==> config.mk <==
export PLATFORM = sky130hd
export DESIGN_NAME = radix_digit_emitter
export DESIGN_NICKNAME = d
export VERILOG_FILES = /design/src/hdl/rde_pkg.sv /design/src/hdl/radix_digit_emitter.sv /design/src/hdl/rde_datapath.sv /design/src/hdl/rde_ctrl.sv
export SDC_FILE = /design/constraint.sdc
export NUM_CORES = 1
export LEC_CHECK = 0
export BUFFER_PORTS_ARGS = -buffer_cell sky130_fd_sc_hd__buf_2
export CAP_MARGIN = 5
export CORE_MARGIN = 3
export CORE_UTILIZATION = 31
export DETAILED_ROUTE_END_ITERATION = 10
export GPL_TIMING_DRIVEN = 0
export PLACE_DENSITY = 0.59
export RECOVER_POWER = 50
export SETUP_SLACK_MARGIN = 0.5
export SLEW_MARGIN = 15
export SYNTH_ARGS = -nofsm -noshare
export SYNTH_HDL_FRONTEND = slang
export SYNTH_SLANG_ARGS = --single-unit
==> constraint.sdc <==
create_clock -name clk -period 12.6 [get_ports clk]
set_input_delay 0.63 -clock clk [delete_from_list [all_inputs] [get_ports clk]]
set_output_delay 0.63 -clock clk [all_outputs]
set_load 0.01 [all_outputs]
==> src/hdl/rde_pkg.sv <==
package rde_pkg;

  localparam logic [1:0] RADIX_HEX_LOWER = 2'd1;
  localparam logic [1:0] RADIX_HEX_UPPER = 2'd2;

  localparam logic [6:0] ASCII_ZERO    = 7'h30;
  localparam logic [6:0] ASCII_UPPER_A = 7'h41;
  localparam logic [6:0] ASCII_LOWER_A = 7'h61;
  localparam logic [3:0] DIGIT_TEN     = 4'd10;

  typedef struct packed {
    logic load;
    logic step;
    logic dec_idx;
    logic emit;
  } rde_cmd_t;

  typedef struct packed {
    logic hex_in;
    logic bits_done;
    logic idx_zero;
    logic dig_zero;
  } rde_sts_t;

endpackage

==> src/hdl/radix_digit_emitter.sv <==
// radix_digit_emitter
// Converts an unsigned number into ASCII digit characters, most significant
// first, without leading zeros; zero gives a single '0'. in_radix_mode picks
// decimal (0, and also 3), lower-case hex (1) or upper-case hex (2).
// Input channel: in_valid/in_ready with in_value and in_radix_mode.
// Output channel: out_valid/out_ready with one item per digit; out_last_digit
// marks the least significant digit of each number.
// Steps per number: load, then shift-and-add-3 binary-to-BCD conversion of
// one input bit per step (decimal only), then a skip over leading zero
// positions (up to MAX_DIGITS-1), then one output item per digit emitted.
// Conversion time is set by the serial BCD shift and the single
// digit-select read port.
// A new number is taken as soon as the previous one's last digit has been
// loaded into the output register, even while that digit is still waiting.
// If the receiver stalls, emission pauses with the current item held.
// Numbers needing more than MAX_DIGITS digits keep only the low digits.
// Reset (rst_n low, synchronous) empties the output and returns to idle.
module radix_digit_emitter
  import rde_pkg::*;
#(
  parameter int VALUE_WIDTH = 64,
  parameter int MAX_DIGITS  = 20
) (
  input  logic                   clk,
  input  logic                   rst_n,
  input  logic                   in_valid,
  output logic                   in_ready,
  input  logic [VALUE_WIDTH-1:0] in_value,
  input  logic [1:0]             in_radix_mode,
  output logic                   out_valid,
  input  logic                   out_ready,
  output logic [6:0]             out_ascii_char,
  output logic                   out_last_digit
);

  rde_cmd_t cmd;
  rde_sts_t sts;

  rde_ctrl u_ctrl (
    .clk       (clk),
    .rst_n     (rst_n),
    .in_valid  (in_valid),
    .in_ready  (in_ready),
    .out_valid (out_valid),
    .out_ready (out_ready),
    .sts       (sts),
    .cmd       (cmd)
  );

  rde_datapath #(
    .VALUE_WIDTH (VALUE_WIDTH),
    .MAX_DIGITS  (MAX_DIGITS)
  ) u_datapath (
    .clk            (clk),
    .rst_n          (rst_n),
    .in_value       (in_value),
    .in_radix_mode  (in_radix_mode),
    .cmd            (cmd),
    .sts            (sts),
    .out_ascii_char (out_ascii_char),
    .out_last_digit (out_last_digit)
  );

endmodule

==> src/hdl/rde_datapath.sv <==
module rde_datapath
  import rde_pkg::*;
#(
  parameter int VALUE_WIDTH = 64,
  parameter int MAX_DIGITS  = 20
) (
  input  logic                   clk,
  input  logic                   rst_n,
  input  logic [VALUE_WIDTH-1:0] in_value,
  input  logic [1:0]             in_radix_mode,
  input  rde_cmd_t               cmd,
  output rde_sts_t               sts,
  output logic [6:0]             out_ascii_char,
  output logic                   out_last_digit
);

  localparam int IDX_W = $clog2(MAX_DIGITS);
  localparam int CNT_W = $clog2(VALUE_WIDTH);

  logic [VALUE_WIDTH-1:0] val_r, val_nxt;
  logic [3:0]             dig_r   [MAX_DIGITS];
  logic [3:0]             dig_nxt [MAX_DIGITS];
  logic [3:0]             hex_dig [MAX_DIGITS];
  logic [3:0]             adj     [MAX_DIGITS];
  logic [CNT_W-1:0]       bit_cnt_r, bit_cnt_nxt;
  logic [IDX_W-1:0]       idx_r, idx_nxt;
  logic                   upper_r, upper_nxt;
  logic [6:0]             char_r, char_nxt;
  logic                   last_r, last_nxt;
  logic [3:0]             cur_dig;

  // nibble view of the input, zero above the value width
  for (genvar gi = 0; gi < MAX_DIGITS; gi++) begin : g_nib
    for (genvar gj = 0; gj < 4; gj++) begin : g_bit
      if (4 * gi + gj < VALUE_WIDTH) begin : g_in
        assign hex_dig[gi][gj] = in_value[4*gi+gj];
      end else begin : g_pad
        assign hex_dig[gi][gj] = 1'b0;
      end
    end
  end

  // shift-and-add-3 correction per BCD digit
  always_comb begin
    for (int i = 0; i < MAX_DIGITS; i++) begin
      adj[i] = (dig_r[i] >= 4'd5) ? dig_r[i] + 4'd3 : dig_r[i];
    end
  end

  assign cur_dig = dig_r[idx_r];

  assign sts.hex_in    = (in_radix_mode == RADIX_HEX_LOWER) ||
                         (in_radix_mode == RADIX_HEX_UPPER);
  assign sts.bits_done = (bit_cnt_r == CNT_W'(VALUE_WIDTH - 1));
  assign sts.idx_zero  = (idx_r == '0);
  assign sts.dig_zero  = (cur_dig == 4'd0);

  always_comb begin
    dig_nxt     = dig_r;
    val_nxt     = val_r;
    bit_cnt_nxt = bit_cnt_r;
    idx_nxt     = idx_r;
    upper_nxt   = upper_r;
    char_nxt    = char_r;
    last_nxt    = last_r;
    if (cmd.load) begin
      for (int i = 0; i < MAX_DIGITS; i++) begin
        dig_nxt[i] = sts.hex_in ? hex_dig[i] : 4'd0;
      end
      val_nxt     = in_value;
      bit_cnt_nxt = '0;
      idx_nxt     = IDX_W'(MAX_DIGITS - 1);
      upper_nxt   = (in_radix_mode == RADIX_HEX_UPPER);
    end else if (cmd.step) begin
      dig_nxt[0] = {adj[0][2:0], val_r[VALUE_WIDTH-1]};
      for (int i = 1; i < MAX_DIGITS; i++) begin
        dig_nxt[i] = {adj[i][2:0], adj[i-1][3]};
      end
      val_nxt     = {val_r[VALUE_WIDTH-2:0], 1'b0};
      bit_cnt_nxt = bit_cnt_r + 1'b1;
    end
    if (cmd.dec_idx) begin
      idx_nxt = idx_r - 1'b1;
    end
    if (cmd.emit) begin
      if (cur_dig < DIGIT_TEN) begin
        char_nxt = ASCII_ZERO + {3'b000, cur_dig};
      end else begin
        char_nxt = (upper_r ? ASCII_UPPER_A : ASCII_LOWER_A) + {3'b000, cur_dig} -
                   {3'b000, DIGIT_TEN};
      end
      last_nxt = sts.idx_zero;
    end
  end

  always_ff @(posedge clk) begin
    dig_r     <= dig_nxt;
    val_r     <= val_nxt;
    bit_cnt_r <= bit_cnt_nxt;
    idx_r     <= idx_nxt;
    upper_r   <= upper_nxt;
    char_r    <= char_nxt;
    last_r    <= last_nxt;
  end

  assign out_ascii_char = char_r;
  assign out_last_digit = last_r;

  a_no_idx_wrap: assert property (@(posedge clk) disable iff (!rst_n)
    cmd.dec_idx |-> !sts.idx_zero)
    else $error("digit index decremented below zero");

endmodule

==> src/hdl/rde_ctrl.sv <==
module rde_ctrl
  import rde_pkg::*;
(
  input  logic     clk,
  input  logic     rst_n,
  input  logic     in_valid,
  output logic     in_ready,
  output logic     out_valid,
  input  logic     out_ready,
  input  rde_sts_t sts,
  output rde_cmd_t cmd
);

  typedef enum logic [1:0] {
    S_IDLE,
    S_CONV,
    S_SKIP,
    S_EMIT
  } state_t;

  state_t state_r, state_nxt;
  logic   out_valid_r, out_valid_nxt;
  logic   out_free;

  assign out_free = !out_valid_r || out_ready;

  assign cmd.load    = (state_r == S_IDLE) && in_valid;
  assign cmd.step    = (state_r == S_CONV);
  assign cmd.emit    = (state_r == S_EMIT) && out_free;
  assign cmd.dec_idx = ((state_r == S_SKIP) && sts.dig_zero && !sts.idx_zero) ||
                       (cmd.emit && !sts.idx_zero);

  always_comb begin
    state_nxt     = state_r;
    out_valid_nxt = out_valid_r;
    if (out_ready) begin
      out_valid_nxt = 1'b0;
    end
    unique case (state_r)
      S_IDLE: begin
        if (in_valid) begin
          state_nxt = sts.hex_in ? S_SKIP : S_CONV;
        end
      end
      S_CONV: begin
        if (sts.bits_done) begin
          state_nxt = S_SKIP;
        end
      end
      S_SKIP: begin
        if (!sts.dig_zero || sts.idx_zero) begin
          state_nxt = S_EMIT;
        end
      end
      S_EMIT: begin
        if (cmd.emit) begin
          out_valid_nxt = 1'b1;
          if (sts.idx_zero) begin
            state_nxt = S_IDLE;
          end
        end
      end
      default: state_nxt = S_IDLE;
    endcase
  end

  always_ff @(posedge clk) begin
    if (!rst_n) begin
      state_r     <= S_IDLE;
      out_valid_r <= 1'b0;
    end else begin
      state_r     <= state_nxt;
      out_valid_r <= out_valid_nxt;
    end
  end

  assign in_ready  = (state_r == S_IDLE);
  assign out_valid = out_valid_r;

  a_no_overwrite: assert property (@(posedge clk) disable iff (!rst_n)
    cmd.emit |-> !(out_valid_r && !out_ready))
    else $error("stalled output item overwritten");

  a_last_ends: assert property (@(posedge clk) disable iff (!rst_n)
    (cmd.emit && sts.idx_zero) |=> (state_r == S_IDLE) && out_valid_r)
    else $error("last digit did not end the number");

endmodule

Word level (Yosys, flattened, before mapping)
Cells that the tools add are included.
{ "totals": {"regBits": 167, "wordCells": 162} }
{ "classes": {"add_sub_neg": 25, "order_cmp": 22, "eq_ne": 11, "mux": 57, "n_bitwise": 1, "n_reduce_logical": 18} }
{ "op_table": {"columns": ["operator", "n"], "rows": [
  ["$mux W80", 2],
  ["$mux W4", 37],
  ["$mux W64", 2],
  ["$ge A4 B3 Y1 const B", 20],
  ["$add A4 B2 Y4 const B", 19],
  ["$bmux W4 S5", 1],
  ["$mux W2", 6],
  ["$mux W5", 2],
  ["$pmux W2 S4", 1],
  ["$add A6 B4 Y7 const A", 1],
  ["$add A7 B4 Y7", 1],
  ["$mux W7", 1],
  ["$sub A7 B4 Y7 const B", 1],
  ["$add A6 B1 Y6 const B", 1],
  ["$eq A2 B2 Y1 const B", 3],
  ["$eq A6 B6 Y1 const B", 1],
  ["$ge A6 B6 Y1 const B", 1],
  ["$mux W6", 1],
  ["$ne A2 B1 Y1 const B", 3],
  ["$not A5 Y6", 1],
  ["$logic_and A1 B1 Y1", 5],
  ["$logic_not A5 Y1", 1],
  ["$reduce_and A5 Y1", 1],
  ["$sub A5 B1 Y5 const B", 1],
  ["11 further kinds", 21]
]} }

Logic depth before layout (Yosys ltp)
{ "depth": {"word_depth": 9, "depth_mapped": 11, "ltp_nobuf": 9} }

Cells and area by module
Synthesis repeated with hierarchy kept, for this count alone.
{ "unflattened": {"hier_cells": 843, "area_unflattened_um2": 9462.8} }
{ "modules_own_cells": {"columns": ["module", "n_inst", "cells_per_inst", "area_each_um2"], "rows": [
  ["rde_datapath", 1, 814, 9215.1],
  ["rde_ctrl", 1, 29, 247.7]
]} }

Worst setup path before layout
Ideal clock, no wire load.
{ "synth_timing": {"kind": "register to register", "startpoint": "register u_ctrl.state_r[0]", "endpoint": "register u_datapath.dig_r[16] in the netlist's numbering (enable)", "t_arrival_ns": 3.597, "required_time_ns": 11.492, "path_slack_ns": 7.894, "stages_incl_launch_ff": 7, "n_path_buf": 2, "period_less_slack_ns": 4.706, "cell_sequence": "dfxtp_1 inv_1 ha_1 nand2_1 clkbuf_1 buf_1 nand2_1"} }
{ "synth_between": {"elab_chain_len": 3, "word_cells_on_any_way": 4} }
{ "synth_lines": {"columns": ["item", "line_no", "rtl"], "rows": [
  ["start, declared", "rde_ctrl.sv:21", "state_t state_r, state_nxt;"],
  ["start signal, assigned", "rde_ctrl.sv:72", "state_r <= state_nxt;"],
  ["$logic_not A2 Y1", null, null],
  ["named net in_ready", "radix_digit_emitter.sv:27", "output logic in_ready,"],
  ["$logic_and A1 B1 Y1", "rde_ctrl.sv:27", "assign cmd.load = (state_r == S_IDLE) && in_valid;"],
  ["$reduce_bool A2 Y1 (no source line)", null, null],
  ["end signal, assigned", "rde_datapath.sv:97", "dig_r <= dig_nxt;"],
  ["end, declared", "rde_datapath.sv:21", "logic [3:0] dig_r [MAX_DIGITS];"]
]} }
The timed path passes the listed nets, and every way through them passes these cells.
A chain may end at the register's enable or synchronous reset.

Worst setup path in the final report
{ "layout_timing": {"startpoint": "register u_datapath.idx_r[0]", "endpoint": "register u_datapath.idx_r[1] (enable)"} }
{ "layout_between": {"elab_chain_len": 9, "word_cells_on_any_way": 12} }
{ "layout_lines": {"columns": ["item", "line_no", "rtl"], "rows": [
  ["start, declared", "rde_datapath.sv:26", "logic [IDX_W-1:0] idx_r, idx_nxt;"],
  ["start signal, assigned", "rde_datapath.sv:100", "idx_r <= idx_nxt;"],
  ["$not A5 Y6 (implied by the code)", "rde_datapath.sv:50", "assign cur_dig = dig_r[idx_r];"],
  ["$bmux W4 S5", "rde_datapath.sv:50", null],
  ["$mux W4 (implied by the code) (2 in series)", "rde_datapath.sv:50", null],
  ["$logic_not A4 Y1", "rde_datapath.sv:56", "assign sts.dig_zero = (cur_dig == 4'd0);"],
  ["$logic_and A1 B1 Y1 (2 in series)", "rde_ctrl.sv:30", "assign cmd.dec_idx = ((state_r == S_SKIP) && sts.dig_zero && !sts.idx_zero) ||"],
  ["$logic_or A1 B1 Y1 *", "rde_ctrl.sv:30", null],
  ["$reduce_bool A2 Y1 (no source line) *", null, null]
]} }
Every way passes the cells marked *; elsewhere a longest branch is shown, timed or not. The select of a mux whose other input is x is not followed.

==> results.yml <==
timing:
  tns_ns: 0
  rsz0062_at_grt: "false"
  setup_violations: 0
  period_needed_ns: 4.68
  finalClockSkew_ns: 0.0144
  hold_slack_ns: 0.474
  worst_pin_slew_ns: 1.35
  hold_violations: 0
  drv_slew: 0
  max_freq_mhz: 214
  slew_headroom_pct: 8.62
  post-route-period-util_pct: 37.1
  fin_ws_ns: 7.92
synthesis:
  synth_nets: 1099
  ys_seq_area_share_pct: 50.3
  syn-instance-count: 979
  avgSynthCellArea_um2: 9.67
  ys_async_sr_fraction_pct: 0
  synthFlopType: "edfxtp_1"
  ys_types: 47
  synth_seq_cells: 167
  syn_area_um2: 9470
  yosysWarnings: 0
  synth.area.top_cells: "edfxtp_1 (45%), nand2_1 (11%), ha_1 (6.6%)"
  synth-edff-count: 142
  synth_top_area_share_pct: 45.0
  yosysTopAreaCell: "edfxtp_1"
power:
  finalPower_mw: 2.67
  power_frac_seq_pct: 42.0
  power_frac_comb_pct: 38.8
  intPower_mw: 1.61
  power_leakage_nw: 4.40
  power_density_nw_per_um2: 245
  clkPwrFrac_pct: 19.1
  netSwitchingPower_mw: 1.06
  max-vdd-ir-drop_v: 0.0000902
  p_sw_share_pct: 39.6
cells_and_area:
  fin_nets: 1199
  fill_cells: 3029
  final_util_pct: 36.5
  layout.area.seq_um2: 4760
  fin_area_um2: 10900
  multi_input_area_um2: 4300
  area_delta_synth_final_pct: 15.2
  final_cell_mix: "nand2_1 (283), edfxtp_1 (142), buf_2 (71)"
  final_common_cell: "nand2_1"
  antennaDiodeCount: 0
  fin_cells: 1482
  drive_above_1_share_pct: 11.7
die:
  initial_core_util_pct: 31.7
  io-pin-count: 80
  rows: 63
  die_h_um: 181
  design.die.area_um2: 32700
  die_x_um: 181
  core_um2: 29900
placed_design:
  place_congestion: 0.853
  place_ws_ns: 8.95
  placed_cell_area_um2: 10400
  port_buffers: 79
  placedCellCount: 1450
  dp_hpwl_um: 17100
critical_path:
  cp_slowest_stage_delay_ns: 0.70
  path_buf_inv: 3
  crit_arrival_ns: 4.80
  cpLargestDelayFamily: "buffers and inverters"
  crit_path_end_kind: "flop"
  crit_required_ns: 12.72
  path_cells: "clkbuf_1 -> clkbuf_1 -> clkbuf_1 -> mux4_2 -> a211oi_1 -> a311oi_1 -> a31oi_1 -> ha_1 -> nand3b_1 -> o32a_1 -> nand2_1"
  critPathMaxFanout: 10
  cpMostUsedCell: "clkbuf_1"
  cp-start-kind: "flop"
  crit_type: "flop to flop"
  cp_slowest_cell: "clkbuf_1"
worst_hold_path:
  hp-class: "primary input to flop"
run_status:
  status: "complete, no violations"
clocking:
  numCtsBuffers: 17
  cts_sinks: 167
  cts_hold_buf: 0
  clkTransAtPathRegs_ns: 0.07
  cts_resized: 0
  cts_setup_buffers: 0
  root_buffer: "clkbuf_16"
  htree_num_levels: 4
  cts.path.max_buffers: 2
  cts_tree: "done"
  insertion_delay_ns: 0.44
job:
  maxCapViolCount: 0
detailed_routing:
  firstDrtPassIters: 5
  viasPerCell: 4.88
  ant_nets: 0
  drc_errors: 0
  drt_iter0_drc: 506
  vias: 7238
  wirelength_um: 23300
  wl_per_cell_um: 15.7
global_routing:
  grt_usage_pct: 14.3
  grt_max_degree: 54
  grt_pass1_vias: 6930
  overflow: 0
  grt_pass1_wl_um: 37500
  antenna_found_initial: 0
cell usage after synthesis, types with 15 or more instances:
cell type and count:
o21ai_1 54, ha_1 50, clkbuf_1 19, nor3b_1 16, dfxtp_1 25, xor2_1 24
nand2b_1 21, o21ai_0 25, o31ai_1 15, nor2_1 43, edfxtp_1 142, xnor2_1 23
a21oi_1 68, mux2i_1 28, nand2_1 284, inv_1 51
power by group through the flow:
stage	registers (mW)	logic [mW]	clock network (mW)
2_1_floorplan	1.09	0.798	0
3_3_place_gp	1.17	1.02	0
3_5_place_dp	1.13	1.06	0
4_1_cts	1.12	1.07	0.518
5_1_grt	1.15	1.19	0.540
6_report	1.12	1.04	0.510
state kept, by name, summed over array words and instances (netlist names):
register and flops:
u_datapath.dig_r 80, u_datapath.idx_r 5, u_datapath.upper_r 1, u_datapath.out_ascii_char 7
u_datapath.out_last_digit 1, u_datapath.val_r 64, u_ctrl.out_valid 1, u_datapath.bit_cnt_r 6
u_ctrl.state_r 2
path summary, 6_finish.rpt:
kind / from / end / slack (ns) / depth (start not counted)
worst min register to register: u_datapath.bit_cnt_r[5]$_SDFFE_PP0P_ / u_datapath.bit_cnt_r[5]$_SDFFE_PP0P_ / 0.49 / 2
worst max register to register: u_datapath.idx_r[0]$_SDFFCE_PN1P_ / u_datapath.idx_r[1]$_SDFFCE_PN1P_ / 7.92 / 11
worst max-delay path: u_datapath.idx_r[0]$_SDFFCE_PN1P_ / u_datapath.idx_r[1]$_SDFFCE_PN1P_ / 7.92 / 11
worst min-delay path: rst_n / u_ctrl.state_r[1]$_SDFFE_PN0P_ / 0.47 / 3
cell type report:
class | instances | share of cell area [%]
clock inverters | 14 | 1.01
inverters | 53 | 1.82
clock buffers | 18 | 4.13
flip-flops and latches | 167 | 43.7
multi-input cells | 720 | 39.5
repair buffers | 81 | 3.95
well taps | 390 | 4.48
plain buffers | 39 | 1.43
worst min-delay path: stages:
cell	delay [ns]
buf_2	0.12
nand2_1	0.06
mux2i_1	0.05
layer usage:
layer  track usage [%]  vias to the layer above  routed length, um
met4              3.32                        0                260
met1              19.9                     3480              11200
met3              3.68                       18               1240
met2              22.3                      167              10600
li1                  -                     3573                  -
met5                 0                        -                  0
cell families after synthesis:
group | share of synthesized area [%]
XOR/XNOR | 4.35
AND/OR/NAND/NOR | 18.3
buffers and inverters | 3.99
flip-flops | 50.3
adder cells (fa/ha/maj) | 6.61
AO/OA/AOI/OAI | 10.7
multiplexers | 5.70
(Power assumes the default switching activity.)
